==> src/rtl/tec_pkg.sv <==
`timescale 1ns / 1ps
// Package for the text encoding classifier: class codes and byte constants.
// No dependencies; used by the core and its checker.
package tec_pkg;

    // Encoding class codes
    localparam logic [2:0] CLS_UTF8    = 3'd0;
    localparam logic [2:0] CLS_UTF16LE = 3'd1;
    localparam logic [2:0] CLS_UTF16BE = 3'd2;
    localparam logic [2:0] CLS_UTF8BOM = 3'd3;
    localparam logic [2:0] CLS_UNKNOWN = 3'd4;

    // Continuation counter codes
    localparam logic [1:0] CONT_NONE   = 2'd0;
    localparam logic [1:0] CONT_ONE    = 2'd1;
    localparam logic [1:0] CONT_TWO    = 2'd2;
    localparam logic [1:0] CONT_BROKEN = 2'd3;

    // Byte-order marks
    localparam logic [15:0] BOM_UTF16LE  = 16'hFFFE;
    localparam logic [15:0] BOM_UTF16BE  = 16'hFEFF;
    localparam logic [15:0] BOM_UTF8_HEAD = 16'hEFBB;
    localparam logic [7:0]  BOM_UTF8_TAIL = 8'hBF;

    // Byte position saturates here
    localparam logic [1:0] POS_MAX = 2'd3;

endpackage

==> src/rtl/text_encoding_classifier_core.sv <==
`timescale 1ns / 1ps
// Text encoding classifier core; depends on tec_pkg.
// A byte is registered on acceptance, and the class of a text loads the result
// register when its last byte leaves the input register.
// Throughput: one byte per cycle; a final byte waits only while an untaken
// result is held. Reset (i_rst_n low, synchronous) empties both registers
// and clears all per-text state, so the next byte starts a new text.
module text_encoding_classifier_core (
    input  logic       i_clk,
    input  logic       i_rst_n,
    input  logic       i_in_valid,
    output logic       o_in_ready,
    input  logic [7:0] i_data_byte,
    input  logic       i_last_byte,
    output logic       o_out_valid,
    input  logic       i_out_ready,
    output logic [2:0] o_encoding_class
);

    // Input register
    logic       r_in_valid;
    logic [7:0] r_data;
    logic       r_last;

    // Per-text state
    logic [1:0]  r_pos;
    logic [15:0] r_lead;
    logic [1:0]  r_cont;
    logic        r_bad;

    // Result register
    logic       r_out_valid;
    logic [2:0] r_class;

    logic [1:0]  n_pos;
    logic [15:0] n_lead;
    logic [1:0]  n_cont;
    logic        n_bad;
    logic [2:0]  n_class;
    logic        w_fire;

    // Stage advances unless a final byte would overwrite an untaken result
    assign w_fire     = r_in_valid && (!r_last || !r_out_valid || i_out_ready);
    assign o_in_ready = !r_in_valid || w_fire;

    // UTF-8 sequence check
    always_comb begin
        n_cont = r_cont;
        n_bad  = r_bad;
        case (r_cont)
            tec_pkg::CONT_BROKEN: begin
                n_bad  = 1'b1;
                n_cont = tec_pkg::CONT_NONE;
            end
            tec_pkg::CONT_ONE, tec_pkg::CONT_TWO: begin
                if (r_data[7:6] == 2'b10) begin
                    n_cont = r_cont - 2'd1;
                end else if (r_cont == tec_pkg::CONT_TWO) begin
                    n_cont = tec_pkg::CONT_BROKEN;
                end else begin
                    n_bad  = 1'b1;
                    n_cont = tec_pkg::CONT_NONE;
                end
            end
            default: begin
                // No sequence open: classify by lead bits
                if (!r_data[7]) begin
                    n_cont = tec_pkg::CONT_NONE;
                end else if (!r_data[6]) begin
                    n_bad = 1'b1;
                end else if (!r_data[5]) begin
                    n_cont = tec_pkg::CONT_ONE;
                end else if (!r_data[4]) begin
                    n_cont = tec_pkg::CONT_TWO;
                end else begin
                    n_bad = 1'b1;
                end
            end
        endcase
    end

    // Leading byte capture for BOM detection
    always_comb begin
        n_lead = r_lead;
        case (r_pos)
            2'd0: n_lead = {r_data, 8'h00};
            2'd1: n_lead = {r_lead[15:8], r_data};
            2'd2: begin
                if (r_lead == tec_pkg::BOM_UTF8_HEAD && r_data != tec_pkg::BOM_UTF8_TAIL) begin
                    n_lead = 16'h0000;
                end
            end
            default: n_lead = r_lead;
        endcase
        n_pos = (r_pos == tec_pkg::POS_MAX) ? r_pos : r_pos + 2'd1;
    end

    // Final classification from the updated state
    always_comb begin
        if (n_pos[1] && n_lead == tec_pkg::BOM_UTF16LE) begin
            n_class = tec_pkg::CLS_UTF16LE;
        end else if (n_pos[1] && n_lead == tec_pkg::BOM_UTF16BE) begin
            n_class = tec_pkg::CLS_UTF16BE;
        end else if (n_pos == tec_pkg::POS_MAX && n_lead == tec_pkg::BOM_UTF8_HEAD) begin
            n_class = tec_pkg::CLS_UTF8BOM;
        end else if (n_bad) begin
            n_class = tec_pkg::CLS_UNKNOWN;
        end else begin
            n_class = tec_pkg::CLS_UTF8;
        end
    end

    // Input register
    always_ff @(posedge i_clk) begin
        if (!i_rst_n) begin
            r_in_valid <= 1'b0;
        end else if (o_in_ready) begin
            r_in_valid <= i_in_valid;
        end
    end

    always_ff @(posedge i_clk) begin
        if (o_in_ready && i_in_valid) begin
            r_data <= i_data_byte;
            r_last <= i_last_byte;
        end
    end

    // Per-text state; cleared after the final byte
    always_ff @(posedge i_clk) begin
        if (!i_rst_n) begin
            r_pos  <= 2'd0;
            r_lead <= 16'h0000;
            r_cont <= tec_pkg::CONT_NONE;
            r_bad  <= 1'b0;
        end else if (w_fire) begin
            if (r_last) begin
                r_pos  <= 2'd0;
                r_lead <= 16'h0000;
                r_cont <= tec_pkg::CONT_NONE;
                r_bad  <= 1'b0;
            end else begin
                r_pos  <= n_pos;
                r_lead <= n_lead;
                r_cont <= n_cont;
                r_bad  <= n_bad;
            end
        end
    end

    // Result register
    always_ff @(posedge i_clk) begin
        if (!i_rst_n) begin
            r_out_valid <= 1'b0;
        end else if (w_fire && r_last) begin
            r_out_valid <= 1'b1;
        end else if (i_out_ready) begin
            r_out_valid <= 1'b0;
        end
    end

    always_ff @(posedge i_clk) begin
        if (w_fire && r_last) begin
            r_class <= n_class;
        end
    end

    assign o_out_valid      = r_out_valid;
    assign o_encoding_class = r_class;

endmodule

==> config.mk <==
export PLATFORM = sky130hd
export DESIGN_NAME = text_encoding_classifier_core
export DESIGN_NICKNAME = d
export VERILOG_FILES = /design/src/rtl/tec_pkg.sv /design/src/rtl/text_encoding_classifier_core.sv
export SDC_FILE = /design/constraint.sdc
export NUM_CORES = 1
export LEC_CHECK = 0
export BUFFER_PORTS_ARGS = -buffer_cell sky130_fd_sc_hd__buf_2
export CORE_MARGIN = 10
export CORE_UTILIZATION = 52
export CTS_BUF_LIST = sky130_fd_sc_hd__clkbuf_16
export CTS_CLUSTER_SIZE = 20
export DETAILED_ROUTE_END_ITERATION = 16
export PLACE_DENSITY_LB_ADDON = 0.3
export SLEW_MARGIN = 20
export SYNTH_ARGS = -nofsm -noshare
export SYNTH_HDL_FRONTEND = slang
export SYNTH_SLANG_ARGS = --single-unit
==> constraint.sdc <==
create_clock -name i_clk -period 1.7 [get_ports i_clk]
set_input_delay 0.085 -clock i_clk [delete_from_list [all_inputs] [get_ports i_clk]]
set_output_delay 0.085 -clock i_clk [all_outputs]
set_load 0.005 [all_outputs]
==> flow_summary.json, run 1 <==
{
  "status": "finished, violations left",
  "failed_checks": "negative setup slack",
  "cpPeakStageDelay_ns": 0.37,
  "maxCapViolations": 0,
  "crit_type": "flip-flop to flip-flop",
  "drive_above_1_share_pct": 33.5,
  "dpl.hpwl_um": 3370,
  "drt-initial-drc-count": 233,
  "hold_depth": 3,
  "power.leakage_nw": 0.953,
  "synthCells": 194,
  "finalCritPeriodShare_pct": 117,
  "crit_end": "o_encoding_class[2]",
  "syn2layout_area_growth_pct": 41.2,
  "cts_buffers": 5,
  "powerDensity_nw_per_um2": 879,
  "grt_overflow": 0,
  "globalRouteTotalUtil_pct": 16.3,
  "start_kind": "flip-flop",
  "die_y_um": 78.2,
  "synth.net_count": 210,
  "seq_area_frac_synth_pct": 46.6,
  "yosysWarnings": 0,
  "finalSetupViolations": 3,
  "gp_congestion": 0.994,
  "core_um2": 3310,
  "rsz0062_at_grt": "yes",
  "yosysTopAreaCellShare_pct": 26.1,
  "first_pass_iters": 5,
  "crit_cells": 7,
  "clk_pin_slew_ns": 0.06,
  "cts_sinks": 35,
  "fin_nets": 269,
  "tightest_slew_ns": 0.379,
  "route.detailed.drc": 0,
  "io_pins": 18,
  "holdCritPathClass": "input port to flip-flop",
  "hold_viol": 0,
  "grt_pass1_vias": 1680,
  "rows": 21,
  "start_util_pct": 53.2,
  "crit_path_start": "r_pos[1]",
  "finalSetupTns_ns": -0.660,
  "dieArea_um2": 6120,
  "path_buf_inv": 2,
  "synth_flop_cell": "dfxtp_1",
  "reg2reg_slack_ns": -0.28,
  "max_freq_mhz": 505,
  "setup_ws_ns": -0.282,
  "finClkSkew_ns": 0.00442,
  "finalPower_mw": 2.19,
  "cp_max_fo": 7,
  "cts-root-buf": "clkbuf_16",
  "routed_wl_um": 5510,
  "grt_pass1_wl_um": 8030,
  "synth_seq_cells": 35,
  "syn_avg_cell_area_um2": 9.08,
  "synth_cell_type_count": 40,
  "rr_worst_depth": 7,
  "htreeDepth": 2,
  "cp.arrival_ns": 2.00,
  "cts_tree": "built",
  "slowest_stage": "dfxtp_4",
  "vias_per_cell": 5.98,
  "maxSlewViolCount": 0,
  "grt_max_degree": 24,
  "clock_latency_ns": 0.28,
  "worstPathCellList": "buf_4 -> nand2b_1 -> o31ai_1 -> nand4_1 -> buf_4 -> a211oi_4 -> a211oi_2",
  "synth-edff-count": 12,
  "clockBufferDepth": 2,
  "dp.cells": 277,
  "relSlewSlack_pct": 74.8,
  "port_buffers": 17,
  "r2r-start": "r_pos[1]",
  "insertedDiodeCount": 0,
  "die_x_um": 78.2,
  "r2r-end": "o_encoding_class[2]",
  "vias": 1793,
  "post-route-min-period_ns": 1.98,
  "ant_nets": 0,
  "ys_top_cells_by_area": "dfxtp_1, edfxtp_1, a21boi_0, nand2_1, o21ai_0",
  "synthArstFlopShare_pct": 0,
  "crit_path_end_kind": "flip-flop",
  "layoutNonFillerInstCount": 300,
  "wire_per_inst_um": 18.4,
  "yosysTopAreaCell": "dfxtp_1",
  "cpMostUsedCell": "buf_4",
  "dp_slack_ns": -0.128,
  "cp_top_family": "compound AO/OA/AOI/OAI gates",
  "syn_area_um2": 1760,
  "antenna_found_initial": 0,
  "cp_data_required_time_ns": 1.72,
  "max-vdd-ir-drop_mv": 0.771
}
==> cells in the final DEF, fill, tap and decap left out, drive strengths merged, types with 5 or more instances in the layout <==
cell type and instances:
a21boi 18, dlygate4sd3 9, a21oi 8, and2 5, nor2 8, edfxtp 12
buf 51, inv 10, dfxtp 23, nand2 27, nand3 5, clkbuf 5
nor3 5, a22oi 5, o21ai 18
==> power by group <==
part	switching, mW	internal, mW	total, mW
Clock	0.371	0.699	1.07
Combinational	0.0995	0.0981	0.198
Sequential	0.0270	0.893	0.920
Total	0.498	1.69	2.19
==> worst min-delay path, stage by stage <==
cell	delay, ns
buf_2	0.10
inv_1	0.04
a21boi_0	0.10
==> layout make-up <==
cell class	count	area (um2)
Inverter	9	33.8
Timing Repair Buffer	60	438
Clock buffer	5	125
Sequential cell	35	826
Fill cell	238	823
Multi-Input combinational cell	142	960
Clock inverter	3	47.5
Tap cell	46	57.6
==> routing by layer <==
layer | GRT usage (%) | vias up | wire (um) | part of all wire, %
met4 | 6.63 | 0 | 208 | 3.8
met5 | 0 | - | 0 | 0
met3 | 6.26 | 20 | 518 | 9.4
met1 | 19.2 | 853 | 2110 | 38
li1 | - | 823 | - | -
met2 | 26.1 | 97 | 2680 | 49
==> Yosys cell counts (all sizes together) (2+ instances only) <==
cell / number
nand3b: 4
nor4: 2
a21boi: 18
clkbuf: 6
ha: 3
o21ai: 18
nor2: 8
o31ai: 4
dfxtp: 23
a21oi: 8
nand2b: 4
nand4: 2
o22ai: 2
inv: 9
a22oi: 5
nand4b: 3
and2b: 2
buf: 2
nor2b: 4
edfxtp: 12
nand3: 5
and2: 5
nand2: 27
a211oi: 2
nor3: 5
==> per-stage QoR <==
stage                     hold slack, ns  utilization (%)  cell area (um2)
after CTS                         0.0845             71.4             2360
after floorplan                    0.184                -             1770
after global routing               0.114             75.1             2490
after detailed placement           0.264             62.9             2080
after global placement             0.262             62.9             2080
final                              0.104             75.1             2490
==> cell families after synthesis <==
logic type	Yosys count	share of synthesized area [%]
flip-flops	35	46.6
buffers and inverters	17	3.76
multiplexers	1	0.568
adder cells (fa/ha/maj)	3	2.13
AO/OA/AOI/OAI	63	23.7
AND/OR/NAND/NOR	75	23.3
==> flip-flops by register name, summed over array words and instances (netlist names) <==
| register | cells |
|---|---|
| o_out_valid | 1 |
| r_data | 8 |
| r_bad | 1 |
| r_cont | 2 |
| r_last | 1 |
| o_encoding_class | 3 |
| r_lead | 16 |
| r_in_valid | 1 |
| r_pos | 2 |
==> repair_timing <==
item,CTS,global route
hold buffers,9,0
resized for setup,23,26
setup buffers,1,6
pin swaps,1,10
endpoints found under the hold margin,9,0
endpoints found under the setup margin,15,16
==> worst min path at each step <==
stage,from,endpoint,slack [ns]
final,i_in_valid,r_in_valid,0.10
after global routing,i_in_valid,r_in_valid,0.11
after CTS,i_in_valid,r_in_valid,0.08
after detailed placement,i_data_byte[5],r_data[5],0.26
after global placement,i_data_byte[2],r_data[2],0.26
after floorplan,i_data_byte[0],r_data[0],0.18
(Power assumes the default switching activity.)
==> run 2: changes to the inputs <==
--- a/config.mk
+++ b/config.mk
@@ -6,6 +6,7 @@
 export NUM_CORES = 1
 export LEC_CHECK = 0
 export BUFFER_PORTS_ARGS = -buffer_cell sky130_fd_sc_hd__buf_2
+export CORE_ASPECT_RATIO = 1.1
 export CORE_MARGIN = 10
 export CORE_UTILIZATION = 52
 export CTS_BUF_LIST = sky130_fd_sc_hd__clkbuf_16
==> run 2 against run 1 <==
  * Non-clock buffer count unchanged
  * Utilization up 0.32 points
  * Sequential power about the same
  * Combinational power down 3%
  * Fmax up 5.5%
  * Final cell count down 3.3%
  * Largest cell class unchanged
  * The flow still finishes with violations (negative setup slack)
  * Critical path depth down 2
  * Total power down 0.91%
  * Critical path type unchanged
  * Die area about the same
==> flow_summary.json, run 2 (synthesis results as in run 1) <==
{
  "status": "finished, violations left",
  "failed_checks": "negative setup slack",
  "port_buffers": 17,
  "cts_sinks": 35,
  "route.detailed.drc": 0,
  "drt-initial-drc-count": 158,
  "largest_register": "r_lead",
  "max_freq_mhz": 532,
  "min_from": "i_in_valid",
  "antenna_found_initial": 0,
  "r2r-start": "r_pos[1]",
  "crit_path_end_kind": "flip-flop",
  "die_y_um": 81.0,
  "drive_above_1_share_pct": 33.1,
  "routed_wl_um": 5420,
  "globalRouteTotalUtil_pct": 18.4,
  "cts-root-buf": "clkbuf_16",
  "finalCritPeriodShare_pct": 111,
  "ant_nets": 0,
  "start_util_pct": 53.3,
  "cp_max_fo": 7,
  "min_to": "r_in_valid",
  "cpPeakStageDelay_ns": 0.43,
  "slowest_stage": "or4_4",
  "first_pass_iters": 5,
  "post-route-util_pct": 75.5,
  "insertedDiodeCount": 0,
  "grt_pass1_wl_um": 8670,
  "crit_type": "flip-flop to flip-flop",
  "core_um2": 3300,
  "io_pins": 18,
  "maxSlewViolCount": 0,
  "rows": 22,
  "finalSetupViolations": 6,
  "dp_slack_ns": -0.166,
  "tightest_slew_ns": 0.392,
  "start_kind": "flip-flop",
  "power.leakage_nw": 0.954,
  "wire_per_inst_um": 18.7,
  "grt_max_degree": 24,
  "dieArea_um2": 6120,
  "htreeDepth": 2,
  "gp_congestion": 0.909,
  "relSlewSlack_pct": 73.9,
  "final_common_cell": "buf_4",
  "hold_viol": 0,
  "dpl_cell_area_um2": 2080,
  "grt_overflow": 0,
  "r2r-end": "o_encoding_class[2]",
  "holdCritPathClass": "input port to flip-flop",
  "rsz0062_at_grt": "yes",
  "fin_area_um2": 2490,
  "clockBufferDepth": 2,
  "max-vdd-ir-drop_mv": 0.824,
  "fin_nets": 269,
  "cts_buffers": 5,
  "clock_latency_ns": 0.28,
  "maxCapViolations": 0,
  "cp_data_required_time_ns": 1.72,
  "powerDensity_nw_per_um2": 870,
  "die_x_um": 75.5,
  "clk_pin_slew_ns": 0.06,
  "dpl.hpwl_um": 3490,
  "final_cell_mix": "buf_4, nand2_1, dfxtp_1, buf_2, edfxtp_1",
  "worstPathCellList": "nand3b_1 -> a211o_1 -> or4_4 -> a211oi_4 -> a211oi_2",
  "largest_register_ffs": 16,
  "syn2layout_area_growth_pct": 41.5,
  "rr_worst_depth": 5,
  "vias": 1830,
  "grt_pass1_vias": 1783,
  "setup_ws_ns": -0.179,
  "post-route-min-period_ns": 1.88,
  "cts_tree": "built",
  "finClkSkew_ns": 0.00865,
  "holdWs_ns": 0.114,
  "cp.arrival_ns": 1.90,
  "hold_depth": 3,
  "vias_per_cell": 6.31,
  "reg2reg_slack_ns": -0.18
}
[run 2: changes by cell type in the layout (fill, tap and decap cells not counted), moves of 2 or more]
cell and delta:
a21boi_0 +2, o21ai_2 -5, o21ai_0 +2, o31ai_1 -2, o21ai_1 +3, o31ai_2 +2
a21boi_1 -2
[run 2: worst max path at each step]
stage / startpoint / to / slack (ns) / cells after the start
2_1_floorplan: r_pos[0] / o_encoding_class[2] / -0.03 / 6
3_3_place_gp: r_pos[1] / o_encoding_class[2] / -0.09 / 5
3_5_place_dp: r_pos[1] / o_encoding_class[2] / -0.17 / 5
4_1_cts: r_pos[1] / o_encoding_class[2] / -0.14 / 5
5_1_grt: r_pos[1] / o_encoding_class[2] / -0.20 / 5
6_report: r_pos[1] / o_encoding_class[2] / -0.18 / 5
[run 2: final cells by class]
| type | instances | area [um2] |
|---|---|---|
| Multi-Input combinational cell | 142 | 966 |
| Sequential cell | 35 | 830 |
| Fill cell | 219 | 811 |
| Timing Repair Buffer | 60 | 447 |
| Clock buffer | 5 | 125 |
| Clock inverter | 3 | 46.3 |
| Tap cell | 36 | 45.0 |
| Inverter | 9 | 33.8 |
[run 2: metal layers]
metal  GRT usage (%)  up-vias  routed length (um)  share of wire (%)
met5               0        -                   0                  0
met3            4.63       36                 443                8.2
li1                -      817                   -                  -
met4            9.85        0                 259                4.8
met2            32.0      119                2660                 49
met1            20.0      858                2050                 38
[run 2: power by group]
| part | switching (mW) | leakage [nW] | internal [mW] | total, mW |
|---|---|---|---|---|
| sequential | 0.0286 | 0.306 | 0.892 | 0.921 |
| combinational | 0.0953 | 0.568 | 0.0978 | 0.193 |
| clock | 0.358 | 0.0804 | 0.696 | 1.05 |
| total | 0.482 | 0.954 | 1.69 | 2.17 |
[run 2: stage by stage]
stage / setup TNS [ns] / total power [mW] / cells
2_1_floorplan: -0.0263 / 1.01 / 194
3_3_place_gp: -0.249 / 1.08 / 269
3_5_place_dp: -0.596 / 1.09 / 269
4_1_cts: -0.152 / 2.16 / 289
5_1_grt: -0.788 / 2.22 / 290
6_report: -0.255 / 2.17 / 290
[run 2: critical path, delay by kind of cell, from the launching register on]
family,cells,cell delay (ns)
compound gates,3,0.61
simple gates,2,0.63
flops,1,0.37
[run 2: repair_timing]
| item | 4_1_cts | 5_1_grt |
|---|---|---|
| endpoints found under the hold margin | 9 | 0 |
| pin swaps | 7 | 8 |
| setup buffers | 7 | 2 |
| hold buffers | 9 | 0 |
| resized for setup | 24 | 21 |
| endpoints found under the setup margin | 16 | 16 |
==> run 3: changes to the inputs <==
--- a/config.mk
+++ b/config.mk
@@ -8,7 +8,7 @@
 export BUFFER_PORTS_ARGS = -buffer_cell sky130_fd_sc_hd__buf_2
 export CORE_ASPECT_RATIO = 1.1
 export CORE_MARGIN = 10
-export CORE_UTILIZATION = 52
+export CORE_UTILIZATION = 37
 export CTS_BUF_LIST = sky130_fd_sc_hd__clkbuf_16
 export CTS_CLUSTER_SIZE = 20
 export DETAILED_ROUTE_END_ITERATION = 16
==> run 3 against run 2 <==
  * The run still ends with negative setup slack left
  * Sequential power shrank 0.7%
  * Hold slack lost 0.055 ns
  * Final cell count grew 8.3%
  * Via count shrank 8.5%
  * Design area grew 0.55%
  * Critical path depth is the same
  * Worst setup slack gained 0.068 ns
  * Global-route usage shrank 6.6 points
  * Flip-flop and latch count is the same
  * Total power shrank 1.2%
  * Utilization shrank 21 points
  * Critical path type unchanged
  * Critical endpoint unchanged
  * Largest power group unchanged
  * Highest routed layer unchanged
==> flow_summary.json, run 3 (synthesis results as in run 1) <==
{
  "fin_area_um2": 2510,
  "first_pass_iters": 4,
  "antenna_found_initial": 0,
  "rows": 26,
  "setup_ws_ns": -0.112,
  "rsz0062_at_grt": "yes",
  "failed_checks": "negative setup slack",
  "relSlewSlack_pct": 75.2,
  "cp_max_fo": 5,
  "hold_viol": 0,
  "route.detailed.drc": 0,
  "grt_max_degree": 24,
  "post-route-min-period_ns": 1.81,
  "clockBufferDepth": 2,
  "start_util_pct": 38.1,
  "grt_overflow": 0,
  "die_x_um": 85.8,
  "start_kind": "flip-flop",
  "largest_register": "r_lead",
  "r2r-end": "o_encoding_class[2]",
  "io_pins": 18,
  "port_buffers": 17,
  "max-vdd-ir-drop_mv": 0.612,
  "status": "finished, violations left",
  "grt_pass1_vias": 1649,
  "routed_wl_um": 4590,
  "max_freq_mhz": 552,
  "maxSlewViolCount": 0,
  "die_y_um": 92.4,
  "finClkSkew_ns": 0.00522,
  "final_common_cell": "buf_4",
  "powerDensity_nw_per_um2": 855,
  "dpl.hpwl_um": 3270,
  "wire_per_inst_um": 14.6,
  "crit_end": "o_encoding_class[2]",
  "ant_nets": 0,
  "crit_path_start": "r_pos[1]",
  "dieArea_um2": 7920,
  "final_cell_mix": "buf_4, nand2_1, dfxtp_1, buf_2, a21boi_1",
  "grt_pass1_wl_um": 7800,
  "rr_worst_depth": 5,
  "holdCritPathClass": "input port to flip-flop",
  "finalSetupViolations": 2,
  "crit_path_end_kind": "flip-flop",
  "cts_sinks": 35,
  "cp_data_required_time_ns": 1.72,
  "fin_nets": 273,
  "cts-root-buf": "clkbuf_16",
  "largest_register_ffs": 16,
  "reg2reg_slack_ns": -0.11,
  "gp_congestion": 0.915,
  "cp.arrival_ns": 1.84,
  "core_um2": 4620,
  "maxCapViolations": 0,
  "clock_latency_ns": 0.28,
  "htreeDepth": 2,
  "drt-initial-drc-count": 119,
  "cts_buffers": 5,
  "power.leakage_nw": 0.977,
  "holdWs_ns": 0.0589,
  "drive_above_1_share_pct": 33.7,
  "crit_type": "flip-flop to flip-flop",
  "finalCritPeriodShare_pct": 107,
  "syn2layout_area_growth_pct": 42.3,
  "tightest_slew_ns": 0.372,
  "vias_per_cell": 5.33,
  "r2r-start": "r_pos[1]",
  "vias": 1675,
  "cts_tree": "built",
  "dpl_cell_area_um2": 2130,
  "insertedDiodeCount": 0,
  "hold_depth": 3,
  "clk_pin_slew_ns": 0.05,
  "globalRouteTotalUtil_pct": 11.9
}
-- run 3: cell count changes in the layout (fill, tap and decap cells not counted), sizes merged --
| cell | before | now |
|---|---|---|
| clkinv | 0 | 2 |
| inv | 10 | 9 |
| clkinvlp | 1 | 0 |
| buf | 51 | 55 |
-- run 3: routing by layer --
| layer | GRT usage (%) | up-vias | routed length, um |
|---|---|---|---|
| met5 | 0 | - | 0 |
| met4 | 4.67 | 0 | 77 |
| met3 | 4.03 | 11 | 270 |
| met2 | 19.3 | 49 | 2240 |
| met1 | 14.1 | 789 | 2010 |
| li1 | - | 826 | - |
-- run 3: layout make-up --
class,count,area (um2)
Sequential cell,35,826
Multi-Input combinational cell,142,936
Clock buffer,5,125
Clock inverter,3,43.8
Timing Repair Buffer,64,472
Inverter,9,33.8
Tap cell,56,70.1
Fill cell,413,2110
-- run 3: worst min-delay path by stage --
stage / end / startpoint / slack, ns
2_1_floorplan: r_data[0] / i_data_byte[0] / 0.18
3_3_place_gp: r_data[4] / i_data_byte[4] / 0.26
3_5_place_dp: r_data[6] / i_data_byte[6] / 0.26
4_1_cts: r_in_valid / i_in_valid / 0.05
5_1_grt: r_in_valid / i_in_valid / 0.09
6_report: r_in_valid / i_in_valid / 0.06
-- run 3: repair_timing --
item | in CTS | in global routing
setup buffers | 3 | 2
gates resized for setup | 29 | 19
setup endpoints to repair | 16 | 16
hold buffers | 9 | 0
pin swaps | 2 | 2
cloned | 0 | 0
hold endpoints to repair | 9 | 0
-- run 3: through the flow --
stage	setup slack, ns	total power, mW	util (%)	TNS [ns]	std cells
final	-0.112	2.14	54.3	-0.165	314
after global placement	-0.126	1.09	46.2	-0.657	292
after CTS	-0.105	2.15	53.1	-0.161	312
after global routing	-0.177	2.21	54.3	-0.401	314
after detailed placement	-0.177	1.09	46.2	-0.898	292
after floorplan	-0.0263	1.01	-	-0.0263	194
-- run 3: power by group --
group / switching [mW] / internal [mW]
logic: 0.0912 / 0.0967
registers: 0.0223 / 0.893
clock network: 0.349 / 0.690
-- run 3: critical path, stage by stage, from the launching register on --
cell      delay, ns
dfxtp_4        0.36
nand3b_1       0.19
a211o_1        0.32
or4_4          0.41
a211oi_2       0.22
a211oi_1       0.06
